**src/rtl/tcrs_pkg.sv**
```systemverilog
// types and constants shared by the coverage run segmenter
`timescale 1ns / 1ps
`default_nettype none

package tcrs_pkg;

  localparam int unsigned NIB_W     = 4;
  localparam int unsigned OUT_POS_W = 32;
  localparam int unsigned SEG_SLOTS = 2;
  localparam logic [NIB_W-1:0] TYPED_DEPTH_RST = 4'd1;

  // one base of the signal stream
  typedef struct packed {
    logic [NIB_W-1:0] depth;
    logic [NIB_W-1:0] type_code;
    logic             contig_last;
  } tcrs_req_t;

  // one emitted segment
  typedef struct packed {
    logic [OUT_POS_W-1:0] seg_start;
    logic [OUT_POS_W-1:0] seg_end;
    logic [NIB_W-1:0]     seg_depth;
    logic [NIB_W-1:0]     seg_type;
    logic                 type_shown;
    logic                 contig_end;
    logic                 last_of_item;
  } tcrs_seg_t;

  // segments written to the queue in one cycle, in order
  typedef struct packed {
    logic [1:0] num;
    tcrs_seg_t  seg0;
    tcrs_seg_t  seg1;
  } tcrs_push_t;

endpackage

`default_nettype wire

```
**src/rtl/tcrs_seg_queue.sv**
```systemverilog
// two-slot queue: takes up to two segments, gives one per cycle when ready
`timescale 1ns / 1ps
`default_nettype none

module tcrs_seg_queue (
  input  wire                   clk_i,
  input  wire                   rst_ni,
  input  tcrs_pkg::tcrs_push_t  push_i,
  output logic [1:0]            free_o,
  output logic                  out_valid_o,
  input  wire                   out_ready_i,
  output tcrs_pkg::tcrs_seg_t   out_seg_o
);

  tcrs_pkg::tcrs_seg_t ent_q [2];
  tcrs_pkg::tcrs_seg_t ent_d [2];
  logic [1:0] cnt_q, cnt_d;
  logic [1:0] base;
  logic       pop;

  assign pop         = (cnt_q != 2'd0) && out_ready_i;
  assign base        = cnt_q - {1'b0, pop};
  assign free_o      = 2'(tcrs_pkg::SEG_SLOTS) - base;
  assign out_valid_o = (cnt_q != 2'd0);
  assign out_seg_o   = ent_q[0];

  always_comb begin
    ent_d[0] = ent_q[0];
    ent_d[1] = ent_q[1];
    if (pop) begin
      ent_d[0] = ent_q[1];
    end
    // the core only pushes when the segments fit
    if (push_i.num == 2'd2) begin
      ent_d[0] = push_i.seg0;
      ent_d[1] = push_i.seg1;
    end else if (push_i.num == 2'd1) begin
      ent_d[base[0]] = push_i.seg0;
    end
    cnt_d = base + push_i.num;
  end

  always_ff @(posedge clk_i or negedge rst_ni) begin
    if (!rst_ni) begin
      cnt_q <= 2'd0;
    end else begin
      cnt_q <= cnt_d;
    end
  end

  always_ff @(posedge clk_i) begin
    ent_q[0] <= ent_d[0];
    ent_q[1] <= ent_d[1];
  end

endmodule

`default_nettype wire

```
**src/rtl/tcrs_core.sv**
```systemverilog
// request register, run state and segment formation
`timescale 1ns / 1ps
`default_nettype none

module tcrs_core #(
  parameter int unsigned POS_BITS = 32
) (
  input  wire                   clk_i,
  input  wire                   rst_ni,
  input  wire                   in_valid_i,
  output logic                  in_ready_o,
  input  tcrs_pkg::tcrs_req_t   in_req_i,
  input  wire [3:0]             typed_depth_i,
  input  wire [1:0]             free_i,
  output tcrs_pkg::tcrs_push_t  push_o
);

  localparam int unsigned WIDE_W = (POS_BITS > tcrs_pkg::OUT_POS_W) ? POS_BITS
                                                                     : tcrs_pkg::OUT_POS_W;
  localparam logic [POS_BITS-1:0] POS_MAX = {POS_BITS{1'b1}};

  function automatic logic [tcrs_pkg::OUT_POS_W-1:0] out_pos(input logic [POS_BITS-1:0] p);
    logic [WIDE_W-1:0] pw;
    pw = WIDE_W'(p);
    if (pw > WIDE_W'({tcrs_pkg::OUT_POS_W{1'b1}})) begin
      return {tcrs_pkg::OUT_POS_W{1'b1}};
    end
    return pw[tcrs_pkg::OUT_POS_W-1:0];
  endfunction

  logic                req_valid_q;
  tcrs_pkg::tcrs_req_t req_q;

  logic [POS_BITS-1:0] start_q, start_d;
  logic [POS_BITS-1:0] pos_q, pos_d;
  logic [3:0]          depth_q, depth_d;
  logic [3:0]          type_q, type_d;
  logic                open_q, open_d;

  logic [POS_BITS-1:0] cur;
  logic [POS_BITS-1:0] new_start;
  logic [3:0]          new_depth, new_type;
  logic                split;
  logic [1:0]          need;
  logic                fire;

  assign cur   = (pos_q == POS_MAX) ? pos_q : pos_q + 1'b1;
  assign split = open_q && ((req_q.depth != depth_q) ||
                 ((depth_q == typed_depth_i) && (req_q.type_code != type_q)));
  assign new_start = (split || !open_q) ? cur : start_q;
  assign new_depth = (split || !open_q) ? req_q.depth : depth_q;
  assign new_type  = (split || !open_q) ? req_q.type_code : type_q;
  assign need  = {1'b0, split} + {1'b0, req_q.contig_last};
  assign fire  = req_valid_q && (need <= free_i);
  assign in_ready_o = !req_valid_q || fire;

  always_comb begin
    tcrs_pkg::tcrs_seg_t seg_a;
    tcrs_pkg::tcrs_seg_t seg_b;

    // closed run: ends on the base before this one
    seg_a.seg_start    = out_pos(start_q);
    seg_a.seg_end      = out_pos(cur - 1'b1);
    seg_a.seg_depth    = depth_q;
    seg_a.seg_type     = type_q;
    seg_a.type_shown   = (depth_q == typed_depth_i);
    seg_a.contig_end   = 1'b0;
    seg_a.last_of_item = !req_q.contig_last;

    // final run of the contig, ends on this base
    seg_b.seg_start    = out_pos(new_start);
    seg_b.seg_end      = out_pos(cur);
    seg_b.seg_depth    = new_depth;
    seg_b.seg_type     = new_type;
    seg_b.type_shown   = (new_depth == typed_depth_i);
    seg_b.contig_end   = 1'b1;
    seg_b.last_of_item = 1'b1;

    push_o.num  = fire ? need : 2'd0;
    push_o.seg0 = split ? seg_a : seg_b;
    push_o.seg1 = seg_b;

    start_d = start_q;
    pos_d   = pos_q;
    depth_d = depth_q;
    type_d  = type_q;
    open_d  = open_q;
    if (fire) begin
      if (req_q.contig_last) begin
        start_d = '0;
        pos_d   = '0;
        depth_d = '0;
        type_d  = '0;
        open_d  = 1'b0;
      end else begin
        start_d = new_start;
        pos_d   = cur;
        depth_d = new_depth;
        type_d  = new_type;
        open_d  = 1'b1;
      end
    end
  end

  always_ff @(posedge clk_i or negedge rst_ni) begin
    if (!rst_ni) begin
      req_valid_q <= 1'b0;
      start_q     <= '0;
      pos_q       <= '0;
      depth_q     <= '0;
      type_q      <= '0;
      open_q      <= 1'b0;
    end else begin
      req_valid_q <= in_valid_i || (req_valid_q && !fire);
      start_q     <= start_d;
      pos_q       <= pos_d;
      depth_q     <= depth_d;
      type_q      <= type_d;
      open_q      <= open_d;
    end
  end

  always_ff @(posedge clk_i) begin
    if (in_ready_o && in_valid_i) begin
      req_q <= in_req_i;
    end
  end

endmodule

`default_nettype wire

```
**src/rtl/typed_coverage_run_segmenter.sv**
```systemverilog
// top level of the typed coverage run segmenter
// a request is registered at accept; its segments are written into the output
//   queue registers when the queue has room, and are offered from there
// throughput: one request per cycle while the queue has room; a two-segment
//   request (closes a run, ends the contig) drains one segment per ready cycle
// reset: no run open, position zero, output queue empty, typed_depth back to 1
`timescale 1ns / 1ps
`default_nettype none

module typed_coverage_run_segmenter #(
  parameter int unsigned POS_BITS = 32
) (
  input  wire                  clk_i,
  input  wire                  rst_ni,
  // base stream
  input  wire                  in_valid_i,
  output logic                 in_ready_o,
  input  tcrs_pkg::tcrs_req_t  in_req_i,
  // segment stream
  output logic                 out_valid_o,
  input  wire                  out_ready_i,
  output tcrs_pkg::tcrs_seg_t  out_seg_o,
  // typed depth register
  input  wire                  cfg_we_i,
  input  wire [3:0]            cfg_wdata_i
);

  logic [3:0]           typed_depth_q;
  logic [1:0]           free;
  tcrs_pkg::tcrs_push_t push;

  // depth at which a change of evidence type also splits a run
  always_ff @(posedge clk_i or negedge rst_ni) begin
    if (!rst_ni) begin
      typed_depth_q <= tcrs_pkg::TYPED_DEPTH_RST;
    end else if (cfg_we_i) begin
      typed_depth_q <= cfg_wdata_i;
    end
  end

  // run tracking: compares each base against the open run and forms segments
  tcrs_core #(
    .POS_BITS(POS_BITS)
  ) u_core (
    .clk_i        (clk_i),
    .rst_ni       (rst_ni),
    .in_valid_i   (in_valid_i),
    .in_ready_o   (in_ready_o),
    .in_req_i     (in_req_i),
    .typed_depth_i(typed_depth_q),
    .free_i       (free),
    .push_o       (push)
  );

  // output side: holds up to two segments so a two-segment request never stalls
  // the core by itself
  tcrs_seg_queue u_queue (
    .clk_i      (clk_i),
    .rst_ni     (rst_ni),
    .push_i     (push),
    .free_o     (free),
    .out_valid_o(out_valid_o),
    .out_ready_i(out_ready_i),
    .out_seg_o  (out_seg_o)
  );

endmodule

`default_nettype wire
```
**config.mk**
```make
export PLATFORM = sky130hd
export DESIGN_NAME = typed_coverage_run_segmenter
export DESIGN_NICKNAME = d
export VERILOG_FILES = /design/src/rtl/tcrs_pkg.sv /design/src/rtl/tcrs_seg_queue.sv /design/src/rtl/tcrs_core.sv /design/src/rtl/typed_coverage_run_segmenter.sv
export SDC_FILE = /design/constraint.sdc
export NUM_CORES = 1
export LEC_CHECK = 0
export BUFFER_PORTS_ARGS = -buffer_cell sky130_fd_sc_hd__buf_2
export CORE_UTILIZATION = 35
export CTS_CLUSTER_SIZE = 30
export DETAILED_ROUTE_END_ITERATION = 12
export GPL_ROUTABILITY_DRIVEN = 0
export SETUP_SLACK_MARGIN = 0.5
export SLEW_MARGIN = 15
export SYNTH_ARGS = -nofsm -noshare
export SYNTH_HDL_FRONTEND = slang
export SYNTH_SLANG_ARGS = --single-unit
```
**constraint.sdc**
```tcl
create_clock -name clk_i -period 9.38 [get_ports clk_i]
set_clock_uncertainty 0.05 [all_clocks]
set_input_delay 1.876 -clock clk_i [delete_from_list [all_inputs] [get_ports clk_i]]
set_output_delay 1.876 -clock clk_i [all_outputs]
set_load 0.005 [all_outputs]
```
==> results.json <==
{
  "required_ns": 9.72,
  "post-place-ws_ns": 1.73,
  "routed_via_density": 5.48,
  "drc": 0,
  "initial_utilization": 0.359,
  "dr_total_vias": 10800,
  "end_kind": "flop",
  "rsz0062_at_grt": "false",
  "max-cap-violations": 0,
  "cts_buffers": 27,
  "cts_setup_buffers": 0,
  "num_io_pins": 95,
  "fin_area_sq_mm": 0.0145,
  "ys_warn_count": 0,
  "final_cell_mix": "nand2_1, o21ai_0, buf_2",
  "async_flop_share": 0.335,
  "layout_commonest_cell": "nand2_1",
  "utilization": 0.393,
  "area_growth_pct": 9.51,
  "wl_per_cell_um": 19.5,
  "cts_root_buffer": "clkbuf_16",
  "cts_max_level": 1,
  "vdd_drop_max_v": 0.000335,
  "worst_pin_slew_ns": 1.17,
  "ys_seq_area_frac": 0.452,
  "grt_max_degree": 77,
  "yosysUniqueCellTypes": 77,
  "die_w_um": 197,
  "crit-reg2reg-launch": "typed_depth_q[0]",
  "p_leak_nw": 5.67,
  "hold_viol": 0,
  "worstSetupStartpointType": "input port",
  "grt_pass1_vias": 10300,
  "finalMaxSlewViolations": 0,
  "worst-setup-path-type": "in -> reg",
  "portBuffers": 94,
  "cts.sinks": 239,
  "setup_ws_ns": 2.24,
  "cts.path.max_buffers": 3,
  "grt_pass1_wl_mm": 60.1,
  "antenna_left": 0,
  "firstDrtPassIters": 6,
  "hp-start": "u_queue.ent_q[0][15]",
  "drt_iter0_drc": 1004,
  "clk_pin_slew_ns": 0.06,
  "slowest_stage": "nand2_2",
  "cts_tree": "built",
  "synth_flop_cell": "edfxtp_1",
  "max_slew_margin": 0.217,
  "dieArea_sq_mm": 0.0387,
  "fin_crit_ns": 7.14,
  "fmax_mhz": 140,
  "syn-cell-area_sq_mm": 0.0133,
  "cts.repair.resized": 0,
  "fill_cells": 3721,
  "nNetsFinal": 1474,
  "critPathArrivalTime_ns": 7.48,
  "cpMostUsedCell": "ha_1",
  "syn-instance-count": 1469,
  "ctsHoldBuffers": 0,
  "die_h_um": 197,
  "gr-total-overflow": 0,
  "hold_path_class": "reg -> reg",
  "startpoint": "out_ready_i",
  "insertion_delay_ns": 0.55,
  "finalSetupViolations": 0,
  "placed_area_sq_mm": 0.0137,
  "antenna_found_initial": 0,
  "drive_above_1_share": 0.141,
  "tns_ns": 0,
  "hpwl_mm": 26.0,
  "avgSynthCellArea_sq_um": 9.04,
  "wl_mm": 38.4,
  "fin_crit_sh": 0.761,
  "whs_ns": 0.417,
  "core_area_sq_mm": 0.0370,
  "status": "finished clean",
  "rows": 70,
  "crit_fanout": 48,
  "pwr_density_cell_mw_per_mm2": 420,
  "ys_ff_latch": 239,
  "synth_edf_count": 82,
  "synthesis.nets": 1497,
  "path_cells": "buf_2, nand2_2, buf_4, inv_2, ha_1, xor2_1, xnor2_1, ha_1, nor2b_1, o21ai_0, and2_1, nand2_1, inv_1, ha_1, clkinv_1, nand2_2, buf_4, nand2_1, mux2i_1, a31oi_1",
  "grt_use_total": 0.197,
  "max_stage_delay_ns": 0.89
}
power by group:
part,internal (W),leakage [nW],switching [W],total [W]
logic,0.000956,2.73,0.00217,0.00313
registers,0.00171,2.51,0.000235,0.00194
clock network,0.000613,0.427,0.000427,0.00104
cell families after synthesis:
kind of cell | Yosys count | synth area share
and+or+nand+nor | 521 | 0.194
DFF | 239 | 0.452
buffers and inverters | 190 | 0.0769
xor gates and xnor gates | 78 | 0.0531
adders and majority gates | 10 | 0.00942
muxes | 53 | 0.0410
AOI/OAI and AO/OA | 378 | 0.173
worst max-delay path, delay by kind of cell:
kind / cells / cell delay (ns)
xor+xnor: 2 / 0.43
mux: 1 / 0.14
fa+ha+maj: 3 / 0.74
compound gates: 2 / 0.34
buf+inv: 6 / 1.99
simple gates: 6 / 1.92
sequential cells by signal (all words and copies together) (netlist names):
| name | count |
|---|---|
| u_core.depth_q | 4 |
| u_queue.cnt_q | 2 |
| typed_depth_q | 4 |
| u_core.req_valid_q | 1 |
| u_core.pos_q | 32 |
| u_queue.ent_q | 150 |
| u_core.type_q | 4 |
| u_core.open_q | 1 |
| u_core.req_q | 9 |
| u_core.start_q | 32 |
synthesized netlist by cell type (all sizes together), types with 27 or more instances:
| cell | number | area, sq um |
|---|---|---|
| clkbuf | 74 | 278 |
| a31oi | 36 | 231 |
| and3 | 27 | 169 |
| buf | 97 | 672 |
| nand3 | 38 | 200 |
| o21ai | 148 | 744 |
| dfrtp | 79 | 1980 |
| nor2 | 71 | 267 |
| xnor2 | 57 | 522 |
| dfxtp | 77 | 1540 |
| nand2 | 270 | 1010 |
| mux2i | 48 | 488 |
| edfxtp | 82 | 2460 |
| a21oi | 65 | 325 |
final cells by class:
type,count,area [sq um],area share
Sequential cell,239,6010,0.413
Antenna cell,1,2.50,0.000172
Multi-Input combinational cell,1040,6290,0.433
Clock buffer,37,753,0.0518
Inverter,19,71.3,0.00490
Clock inverter,12,109,0.00749
Timing Repair Buffer,119,677,0.0465
Tap cell,504,631,0.0434
per-stage QoR:
| stage | power, W | cells |
|---|---|---|
| floorplan | 0.00411 | 1469 |
| global placement | 0.00504 | 1921 |
| detailed placement | 0.00510 | 1921 |
| CTS | 0.00616 | 1970 |
| global route | 0.00653 | 1970 |
| finish | 0.00612 | 1971 |
metal layers:
| metal | part of all wire | global-route usage | vias up |
|---|---|---|---|
| met4 | 0.027 | 0.0672 | 0 |
| met1 | 0.45 | 0.271 | 5190 |
| met5 | 0 | 0 | - |
| met3 | 0.065 | 0.0269 | 63 |
| li1 | - | - | 5145 |
| met2 | 0.46 | 0.317 | 407 |
final timing paths:
kind | end | slack [ns] | cells past startpoint
max in group asynchronous | u_core.start_q[7] | 7.20 | 2
setup / recovery | u_queue.ent_q[0][34] | 2.24 | 20
min in group asynchronous | typed_depth_q[1] | 1.08 | 1
hold / removal | u_queue.ent_q[0][15] | 0.42 | 2
setup reg to reg | u_queue.ent_q[0][34] | 2.74 | 18
hold reg to reg | u_queue.ent_q[0][15] | 0.42 | 2
Power figures use the tool's default switching activity.
